`src/rtl/core/csvt_pkg.sv`:
```
// Shared types and constants of the CSV record tokenizer.
// Used by csvt_step, csvt_outq, csv_record_tokenizer and csvt_checker.
package csvt_pkg;

    localparam logic [7:0] CH_QUOTE  = 8'h22;
    localparam logic [7:0] CH_CR     = 8'h0D;
    localparam logic [7:0] CH_LF     = 8'h0A;
    localparam logic [7:0] CH_NUL    = 8'h00;
    localparam logic [7:0] SEP_RESET = 8'h2C;

    localparam logic [1:0] KIND_BYTE   = 2'd0;
    localparam logic [1:0] KIND_FIELD  = 2'd1;
    localparam logic [1:0] KIND_RECORD = 2'd2;
    localparam logic [1:0] KIND_END    = 2'd3;

    localparam logic [1:0] LBC_EMPTY = 2'd0;
    localparam logic [1:0] LBC_CR    = 2'd1;
    localparam logic [1:0] LBC_MORE  = 2'd2;

    typedef enum logic [1:0] {
        PH_START,
        PH_PLAIN,
        PH_QUOTED,
        PH_QSEEN
    } t_phase;

    typedef struct packed {
        t_phase     phase;
        logic       parity;
        logic [1:0] lbc;
    } t_state;

    typedef struct packed {
        logic [1:0] kind;
        logic [7:0] data;
        logic       run_last;
        logic       unc;
    } t_result;

    typedef struct packed {
        t_state     nxt;
        logic [1:0] count;
        t_result    slot0;
        t_result    slot1;
    } t_step;

    localparam t_state STATE_RESET = '{phase: PH_START, parity: 1'b0, lbc: LBC_EMPTY};

endpackage

```
`src/rtl/core/csvt_step.sv`:
```
// Per-byte next-state and result logic of the CSV record tokenizer.
// Depends on csvt_pkg.
module csvt_step (
    input  logic [7:0]      i_byte,
    input  logic            i_final,
    input  logic [7:0]      i_sep,
    input  csvt_pkg::t_state i_state,
    output csvt_pkg::t_step  o_step
);

    csvt_pkg::t_state  st;
    csvt_pkg::t_result res_a;
    csvt_pkg::t_result res_b;
    logic              has_a;
    logic              par_n;
    logic              ends;
    logic              is_quote;

    assign is_quote = (i_byte == csvt_pkg::CH_QUOTE);
    assign ends     = (i_byte == i_sep) || (i_byte == csvt_pkg::CH_NUL);
    assign par_n    = i_state.parity ^ is_quote;

    always_comb begin
        st    = i_state;
        has_a = 1'b0;
        res_a = '{kind: csvt_pkg::KIND_BYTE, data: 8'h00, run_last: 1'b0, unc: 1'b0};
        st.parity = par_n;
        if ((i_byte == csvt_pkg::CH_LF) && !par_n) begin
            has_a      = 1'b1;
            res_a.kind = csvt_pkg::KIND_RECORD;
            st.phase   = csvt_pkg::PH_START;
            st.lbc     = csvt_pkg::LBC_EMPTY;
        end else begin
            if (i_state.lbc == csvt_pkg::LBC_EMPTY) begin
                st.lbc = (i_byte == csvt_pkg::CH_CR) ? csvt_pkg::LBC_CR : csvt_pkg::LBC_MORE;
            end else begin
                st.lbc = csvt_pkg::LBC_MORE;
            end
            if (i_byte != csvt_pkg::CH_CR) begin
                case (i_state.phase)
                    csvt_pkg::PH_START: begin
                        if (is_quote) begin
                            st.phase = csvt_pkg::PH_QUOTED;
                        end else if (ends) begin
                            has_a      = 1'b1;
                            res_a.kind = csvt_pkg::KIND_FIELD;
                        end else begin
                            st.phase   = csvt_pkg::PH_PLAIN;
                            has_a      = 1'b1;
                            res_a.data = i_byte;
                        end
                    end
                    csvt_pkg::PH_PLAIN: begin
                        has_a = 1'b1;
                        if (ends) begin
                            st.phase   = csvt_pkg::PH_START;
                            res_a.kind = csvt_pkg::KIND_FIELD;
                        end else begin
                            res_a.data = i_byte;
                        end
                    end
                    csvt_pkg::PH_QUOTED: begin
                        if (is_quote) begin
                            st.phase = csvt_pkg::PH_QSEEN;
                        end else if (i_byte == csvt_pkg::CH_NUL) begin
                            st.phase   = csvt_pkg::PH_START;
                            has_a      = 1'b1;
                            res_a.kind = csvt_pkg::KIND_FIELD;
                        end else begin
                            has_a      = 1'b1;
                            res_a.data = i_byte;
                        end
                    end
                    default: begin
                        if (is_quote) begin
                            st.phase   = csvt_pkg::PH_QUOTED;
                            has_a      = 1'b1;
                            res_a.data = csvt_pkg::CH_QUOTE;
                        end else if (ends) begin
                            st.phase   = csvt_pkg::PH_START;
                            has_a      = 1'b1;
                            res_a.kind = csvt_pkg::KIND_FIELD;
                        end else begin
                            st.phase = csvt_pkg::PH_PLAIN;
                        end
                    end
                endcase
            end
        end

        res_b = '{kind: csvt_pkg::KIND_END, data: 8'h00, run_last: 1'b1, unc: par_n};
        if (par_n || (st.lbc == csvt_pkg::LBC_MORE)) begin
            res_b.kind = csvt_pkg::KIND_RECORD;
        end
        res_a.run_last = !i_final;

        if (i_final) begin
            st = csvt_pkg::STATE_RESET;
        end

        o_step.nxt   = st;
        o_step.count = {1'b0, has_a} + {1'b0, i_final};
        o_step.slot0 = has_a ? res_a : res_b;
        o_step.slot1 = res_b;
    end

endmodule

```
`src/rtl/core/csvt_outq.sv`:
```
// Four-entry result queue: takes up to two results per cycle, gives one per cycle while i_ready is high.
// Depends on csvt_pkg.
module csvt_outq (
    input  logic              i_clk,
    input  logic              i_rst_n,
    input  logic              i_push,
    input  logic [1:0]        i_count,
    input  csvt_pkg::t_result i_slot0,
    input  csvt_pkg::t_result i_slot1,
    output logic              o_room,
    output logic              o_valid,
    input  logic              i_ready,
    output csvt_pkg::t_result o_head
);

    csvt_pkg::t_result r_mem [4];
    logic [1:0] r_wr;
    logic [1:0] n_wr;
    logic [1:0] r_rd;
    logic [1:0] n_rd;
    logic [2:0] r_cnt;
    logic [2:0] n_cnt;
    logic [1:0] add;
    logic       pop;

    assign add     = i_push ? i_count : 2'd0;
    assign pop     = o_valid && i_ready;
    assign o_valid = (r_cnt != 3'd0);
    assign o_room  = (r_cnt <= 3'd2);
    assign o_head  = r_mem[r_rd];
    assign n_wr    = r_wr + add;
    assign n_rd    = r_rd + {1'b0, pop};
    assign n_cnt   = r_cnt + {1'b0, add} - {2'b00, pop};

    always_ff @(posedge i_clk) begin
        if (add != 2'd0) begin
            r_mem[r_wr] <= i_slot0;
        end
        if (add == 2'd2) begin
            r_mem[r_wr + 2'd1] <= i_slot1;
        end
    end

    always_ff @(posedge i_clk) begin
        if (!i_rst_n) begin
            r_wr  <= 2'd0;
            r_rd  <= 2'd0;
            r_cnt <= 3'd0;
        end else begin
            r_wr  <= n_wr;
            r_rd  <= n_rd;
            r_cnt <= n_cnt;
        end
    end

endmodule

```
`src/rtl/core/csv_record_tokenizer.sv`:
```
// Top level of the streaming CSV record tokenizer: state registers, separator.
// Depends on csvt_pkg, csvt_step and csvt_outq.
//
//  channel   | valid        | ready        | payload
//  ----------+--------------+--------------+-------------------------------------
//  input     | i_in_valid   | o_in_ready   | i_in_byte, i_final_req
//  output    | o_out_valid  | i_out_ready  | o_kind, o_out_byte, o_run_last,
//            |              |              | o_unclosed_quote
//  config    | i_separator_we (no wait)    | i_separator
//
// One input item per cycle while o_in_ready is high; its results are registered in the result queue, in order.
// An item makes zero, one or two results; the output port drains one per cycle while i_out_ready is high.
// The four-entry result queue sets the stall: input is taken while it holds two or fewer.
// Synchronous active-low reset clears the field state, queue and separator (comma).
module csv_record_tokenizer (
    input  logic       i_clk,
    input  logic       i_rst_n,
    input  logic       i_in_valid,
    output logic       o_in_ready,
    input  logic [7:0] i_in_byte,
    input  logic       i_final_req,
    output logic       o_out_valid,
    input  logic       i_out_ready,
    output logic [1:0] o_kind,
    output logic [7:0] o_out_byte,
    output logic       o_run_last,
    output logic       o_unclosed_quote,
    input  logic       i_separator_we,
    input  logic [7:0] i_separator
);

    logic [7:0]        r_sep;
    csvt_pkg::t_state  r_state;
    csvt_pkg::t_step   step;
    csvt_pkg::t_result head;
    logic              accept;

    assign accept = i_in_valid && o_in_ready;

    csvt_step u_step (
        .i_byte  (i_in_byte),
        .i_final (i_final_req),
        .i_sep   (r_sep),
        .i_state (r_state),
        .o_step  (step)
    );

    csvt_outq u_outq (
        .i_clk   (i_clk),
        .i_rst_n (i_rst_n),
        .i_push  (accept),
        .i_count (step.count),
        .i_slot0 (step.slot0),
        .i_slot1 (step.slot1),
        .o_room  (o_in_ready),
        .o_valid (o_out_valid),
        .i_ready (i_out_ready),
        .o_head  (head)
    );

    always_ff @(posedge i_clk) begin
        if (!i_rst_n) begin
            r_sep   <= csvt_pkg::SEP_RESET;
            r_state <= csvt_pkg::STATE_RESET;
        end else begin
            if (i_separator_we) begin
                r_sep <= i_separator;
            end
            if (accept) begin
                r_state <= step.nxt;
            end
        end
    end

    assign o_kind           = head.kind;
    assign o_out_byte       = head.data;
    assign o_run_last       = head.run_last;
    assign o_unclosed_quote = head.unc;

endmodule

```
`config.mk`:
```
export PLATFORM = sky130hd
export DESIGN_NAME = csv_record_tokenizer
export DESIGN_NICKNAME = d
export VERILOG_FILES = /design/src/rtl/core/csvt_pkg.sv /design/src/rtl/core/csvt_step.sv /design/src/rtl/core/csvt_outq.sv /design/src/rtl/core/csv_record_tokenizer.sv
export SDC_FILE = /design/constraint.sdc
export NUM_CORES = 1
export LEC_CHECK = 0
export BUFFER_PORTS_ARGS = -buffer_cell sky130_fd_sc_hd__buf_2
export CAP_MARGIN = 10
export CORE_MARGIN = 1
export CORE_UTILIZATION = 40
export DETAILED_ROUTE_END_ITERATION = 10
export PLACE_DENSITY = 0.57
export SYNTH_ARGS = -nofsm -noshare
export SYNTH_HDL_FRONTEND = slang
export SYNTH_SLANG_ARGS = --single-unit
```
`constraint.sdc`:
```
create_clock -name i_clk -period 3.08 [get_ports i_clk]
set_clock_uncertainty 0.05 [all_clocks]
set_input_delay 0.308 -clock i_clk [delete_from_list [all_inputs] [get_ports i_clk]]
set_output_delay 0.308 -clock i_clk [all_outputs]
set_load 0.005 [all_outputs]
```
=== After elaboration in Yosys (flattened, before gate mapping) ===
Memory sizes are Yosys's and may differ from the RTL's. A register that Yosys moved wholly into a read port is not among the register bits.
Cells that the tools add are included.

* Register bits: 20
* Bits in latches: 0
* Memory bits (writable): 48
* Bits in read-only memories: 0
* Bits of input ports: 22
* Memories: 1

* Add/subtract/negate cells: 6
* Multipliers: 0
* Divide/modulo/power cells: 0
* $lt $le $gt $ge: 1
* Equal/unequal tests: 12
* Shift operators: 0
* Muxes and demuxes: 40
* Bitwise logic cells: 1
* Reduce and logical (&&, ||, !) cells: 15

{| class="wikitable"
|+ Memories
! memory !! words !! bits a word !! rd ports !! clocked after Yosys merged registers in !! wr ports !! RTL line !! RTL
|-
| u_outq.r_mem || 4 || 12 || 1 || 1 || 2 || csvt_outq.sv:16 || <nowiki>csvt_pkg::t_result r_mem [4];</nowiki>
|}

{| class="wikitable"
|+ Operator list
! kind !! number
|-
| two-way mux 10 bit || 3
|-
| case mux 10 bit (3 select lines) || 1
|-
| two-way mux 2 bit || 14
|-
| two-way mux 8 bit || 3
|-
| == test 8 x 4 -> 1 bit (second input constant) || 2
|-
| two-way mux 1 bit || 14
|-
| two-way mux 12 bit || 1
|-
| == test 8 x 6 -> 1 bit (second input constant) || 1
|-
| == test 8 bit || 1
|-
| zero test 8 bit || 1
|-
| != test 8 x 4 -> 1 bit (second input constant) || 1
|-
| == test 2 bit (second input constant) || 3
|-
| two-way mux 6 bit || 1
|-
| case mux 2 bit (3 select lines) || 1
|-
| nonzero test 3 bit || 2
|-
| two-way mux 5 bit || 1
|-
| != test 5 x 2 -> 1 bit (second input constant) || 1
|-
| != test 5 bit (second input constant) || 1
|-
| AND reduction 5 bit || 1
|-
| zero test 2 bit || 2
|-
| != test 4 x 2 -> 1 bit (second input constant) || 1
|-
| adder 3 x 2 -> 3 bit || 1
|-
| less-or-equal comparator 3 x 2 -> 1 bit (second input constant) || 1
|-
| logical AND 1 bit || 3
|-
| other kinds (12) || 14
|}

=== Logic depth before layout (Yosys ltp) ===
* Depth in word-level cells: 12
* Gate-level depth with buffers: 16
* Gate-level depth less buffers: 14

=== By module ===
From an unflattened synthesis, not the netlist that was laid out.

* Cells, all modules: 326
* Area, all modules: 4,102.7 µm²

{| class="wikitable"
|+ Modules (own cells, without submodules)
! module !! times used !! cells an instance !! area each (µm²) !! seq. area each (µm²)
|-
| csvt_outq || 1 || 168 || 2,890.3 || 1,581.5
|-
| csvt_step || 1 || 109 || 693.2 || 0.0
|-
| csv_record_tokenizer || 1 || 49 || 519.2 || 260.2
|}

=== Worst setup path after synthesis ===
Ideal clock, no wire load.

* Path type: input-to-reg
* From: in i_in_byte[1]
* To: reg u_outq.r_cnt[2]
* Arrival: 2.875 ns
* Data required time: 2.915 ns
* Setup slack: 0.040 ns
* Stages on the path: 15
* Buffers on the path: 1
* Cells stage by stage: buf_2 -> or4bb_1 -> nor2_1 -> nor3_1 -> nand2b_1 -> o211ai_1 -> nand2_1 -> ha_1 -> nand2_1 -> ha_1 -> inv_1 -> fa_1 -> xnor2_1 -> xnor2_1 -> and2_1

* Longest elaborated chain between the ends: 11

{| class="wikitable"
|+ RTL lines
! element !! RTL line !! RTL
|-
| start: declaration || csv_record_tokenizer.sv:20 || <nowiki>input logic [7:0] i_in_byte,</nowiki>
|-
| == test 8 bit / zero test 8 bit (equally long branches) || csvt_step.sv:20 || <nowiki>assign ends = (i_byte == i_sep) || (i_byte == csvt_pkg::CH_NUL);</nowiki>
|-
| logical OR 1 bit || csvt_step.sv:20 ||
|-
| two-way mux 1 bit || csvt_step.sv:79 || <nowiki>end else if (ends) begin</nowiki>
|-
| two-way mux 1 bit || csvt_step.sv:75 || <nowiki>if (is_quote) begin</nowiki>
|-
| case mux 1 bit (2 select lines) || csvt_step.sv:40 || <nowiki>case (i_state.phase)</nowiki>
|-
| two-way mux 1 bit || csvt_step.sv:39 || <nowiki>if (i_byte != csvt_pkg::CH_CR) begin</nowiki>
|-
| two-way mux 1 bit * || csvt_step.sv:28 || <nowiki>if ((i_byte == csvt_pkg::CH_LF) && !par_n) begin</nowiki>
|-
| adder 1 x 1 -> 2 bit * || csvt_step.sv:102 || <nowiki>o_step.count = {1'b0, has_a} + {1'b0, i_final};</nowiki>
|-
| two-way mux 2 bit * || csvt_outq.sv:26 || <nowiki>assign add = i_push ? i_count : 2'd0;</nowiki>
|-
| adder 3 x 2 -> 3 bit * || csvt_outq.sv:33 || <nowiki>assign n_cnt = r_cnt + {1'b0, add} - {2'b00, pop};</nowiki>
|-
| subtractor 3 x 1 -> 3 bit * || csvt_outq.sv:33 ||
|-
| end signal: assignment || csvt_outq.sv:52 || <nowiki>r_cnt <= n_cnt;</nowiki>
|-
| end: declaration || csvt_outq.sv:21 || <nowiki>logic [2:0] r_cnt;</nowiki>
|}

Every way passes the cells marked *; elsewhere a longest branch is shown, timed or not.
A chain may end at the register's enable or synchronous reset.

=== Worst setup path in the final report ===
* From: in i_in_byte[3]
* To: reg u_outq.r_cnt[2]

Same word-level chain as after synthesis.

==> results.json <==
{
  "status": "complete, no violations",
  "io_pins": 36,
  "hold_path_class": "input pin to register",
  "yosysMostFrequentCell": "dfxtp_1",
  "ctsHoldBuffers": 0,
  "seq_area_frac_synth": 0.4159,
  "vias": 2880,
  "hold_viol_final": 0,
  "die_x_um": 95.09,
  "grt_pass1_wl_um": 13610,
  "place.port_buffers": 35,
  "core_um2": 8299,
  "slew_viol_final": 0,
  "dr.max_layer_used": "met4",
  "worstReg2RegStart": "r_state[2]",
  "htreeDepth": 3,
  "netlist_instances": 370,
  "fmax_ghz": 0.3747,
  "postCtsResizedCells": 0,
  "synth_top_flop_cell": "dfxtp_1",
  "cts_tree": "yes",
  "clock_path_buffers": 2,
  "die_y_um": 95.09,
  "antenna_cells": 0,
  "synthTopCellsByArea": "dfxtp_1 35%, mux4_2 7.8%, edfxtp_1 6.9%, nand2_1 5.7%, o21ai_0 5.5%",
  "die-area_um2": 9041,
  "final_antenna_net_count": 0,
  "worstPathArrival_ns": 2.86,
  "remaining_drc_errors": 0,
  "timing.final.crit_share": 0.8665,
  "drt_wl_total_um": 8377,
  "relSlewSlack": 0.4934,
  "first_global_vias": 2706,
  "ys_types": 59,
  "antenna_found_initial": 0,
  "synth_edf_count": 8,
  "grt.overflow.total": 0,
  "yosys_warnings": 0,
  "post_cts_buffers": 0,
  "grt_max_degree": 23,
  "setup_tns_ns": 0,
  "layout-drive-gt1-share": 0.2437,
  "syn_avg_cell_area_um2": 9.367,
  "clock_sinks": 68,
  "power_density_nw_per_um2": 765.3,
  "cp.required_ns": 3.27,
  "vias_per_cell": 5.333,
  "critPathKind": "input pin to register",
  "cts_buffers": 9,
  "crit_path_end_kind": "register",
  "post-dp-hpwl_um": 6273,
  "track_usage": 0.2004,
  "p_leak_nw": 1.690,
  "rr_worst_depth": 10,
  "synthesis.nets": 399,
  "finalPower_mw": 3.145,
  "cts.clk_slew.worst_paths_ns": 0.08,
  "final_net_count": 459,
  "fin_util": 0.4951,
  "irDropWorstVdd_uv": 284.3,
  "holdPathStages": 3,
  "syn2layout_area_growth_pct": 18.56,
  "dr_wl_met3_um": 389,
  "cap_violations": 0,
  "worstReg2RegEnd": "u_outq.r_cnt[2]",
  "netlist.area_leader.share": 0.3466,
  "clock_latency_ns": 0.35,
  "synth_largest_area_cell": "dfxtp_1",
  "dp_slack_ns": 0.04286,
  "drtPass1Iterations": 4,
  "drt_iter0_drc": 166,
  "rows": 33,
  "yosys-top-cells-count": "60 x dfxtp_1, 53 x nand2_1, 38 x o21ai_0",
  "wl_met2_um": 3971,
  "setup_ws_ns": 0.4111,
  "wl_met1_um": 3900,
  "hp-start": "i_separator[3]",
  "initial_core_util": 0.4176,
  "layout_min_cycle_time_ns": 2.669,
  "worst-path-max-fanout": 2,
  "ff2ff_setup_slack_ns": 0.43,
  "gp_congestion": 0.9079,
  "min_to": "r_sep[3]",
  "synth_seq_cells": 68,
  "rsz0062_at_grt": "false",
  "ys_async_sr_fraction": 0,
  "cts_root_buffer": "clkbuf_8",
  "startpoint_type": "input pin",
  "synth_area_um2": 3466,
  "worstMarginPinSlew_ns": 0.7588,
  "setup_viol": 0,
  "wire_per_inst_um": 15.51
}
area by class of cell:
class / instances / area [um2]
Clock buffer: 9 / 123.9
Fill cell: 824 / 4190
Timing Repair Buffer: 68 / 422.9
Tap cell: 105 / 131.4
Clock inverter: 7 / 52.55
Inverter: 13 / 48.80
Sequential cell: 68 / 1441
Multi-Input combinational cell: 270 / 1888
worst max-delay path by stage:
stage                 endpoint  depth (start not counted)    startpoint  slack [ns]
6_report       u_outq.r_cnt[2]                         14  i_in_byte[3]        0.41
5_1_grt        u_outq.r_cnt[2]                         14      r_sep[7]        0.21
4_1_cts        u_outq.r_cnt[2]                         13      r_sep[3]        0.40
3_5_place_dp   u_outq.r_cnt[2]                         14  i_in_byte[2]        0.04
3_3_place_gp   u_outq.r_cnt[2]                         15  i_in_byte[2]        0.08
2_1_floorplan  u_outq.r_cnt[2]                         15  i_in_byte[1]        0.04
worst max-delay path, cell delays in order:
cell and delay, ns:
buf_2 0.11, or4bb_1 0.49, nor2_1 0.17, nor3_1 0.06, nand2b_1 0.09, o211ai_1 0.11, nand2_1 0.09, ha_1 0.23
and3_1 0.19, ha_1 0.21, fa_1 0.38, xnor2_1 0.15, xnor2_1 0.12, and2_1 0.15
cells in the final DEF (no fill, tap or decap), types with 3 or more instances in the layout:
cell       n
a21oi_1   11
a31oi_1    3
and2_1     9
buf_2     35
buf_4     33
clkbuf_8   9
clkinv_4   3
dfxtp_1   60
edfxtp_1   8
ha_1       6
inv_1     13
mux2i_1    8
mux4_2    12
nand2_1   53
nand2b_1   6
nand3_1   15
nand4_1    4
nor2_1    18
nor2b_1    9
nor3_1     6
nor4_1     3
o21ai_0   38
o22a_1     8
o22ai_1    5
xnor2_1   12
xor2_1     3
power breakdown:
group	internal, mW	switching [mW]
combinational	0.580	0.499
clock	0.296	0.362
sequential	1.20	0.203
metal layers:
| layer | up-vias | track usage |
|---|---|---|
| met1 | 1349 | 0.2652 |
| met2 | 65 | 0.3214 |
| met5 | - | 0 |
| met3 | 10 | 0.04625 |
| li1 | 1456 | - |
| met4 | 0 | 0.06566 |
logic make-up (layout without fill, tap and decap cells):
logic type	Yosys count	after routing	share of synthesized area
and+or+nand+nor	141	141	0.2105
AOI/OAI and AO/OA	86	86	0.1646
DFF	68	68	0.4159
buffers and inverters	32	97	0.03935
muxes	21	21	0.1043
xor gates and xnor gates	15	15	0.03791
adders and majority gates	7	7	0.02744
sequential cells by signal, summed over array words and instances, names as in the netlist:
signal	count
r_sep	8
r_state	5
u_outq.r_rd	2
u_outq.r_mem	48
u_outq.r_cnt	3
u_outq.r_wr	2
through the flow:
step / hold WS, ns / cell area [um2] / std cells
after detailed placement: 0.3896 / 3933 / 524
final: 0.1194 / 4109 / 540
after floorplan: 0.3698 / 3466 / 370
after global placement: 0.3789 / 3933 / 524
after global routing: 0.1177 / 4109 / 540
after CTS: 0.1099 / 4109 / 540
Note: power is estimated with default switching activity, not from simulation.
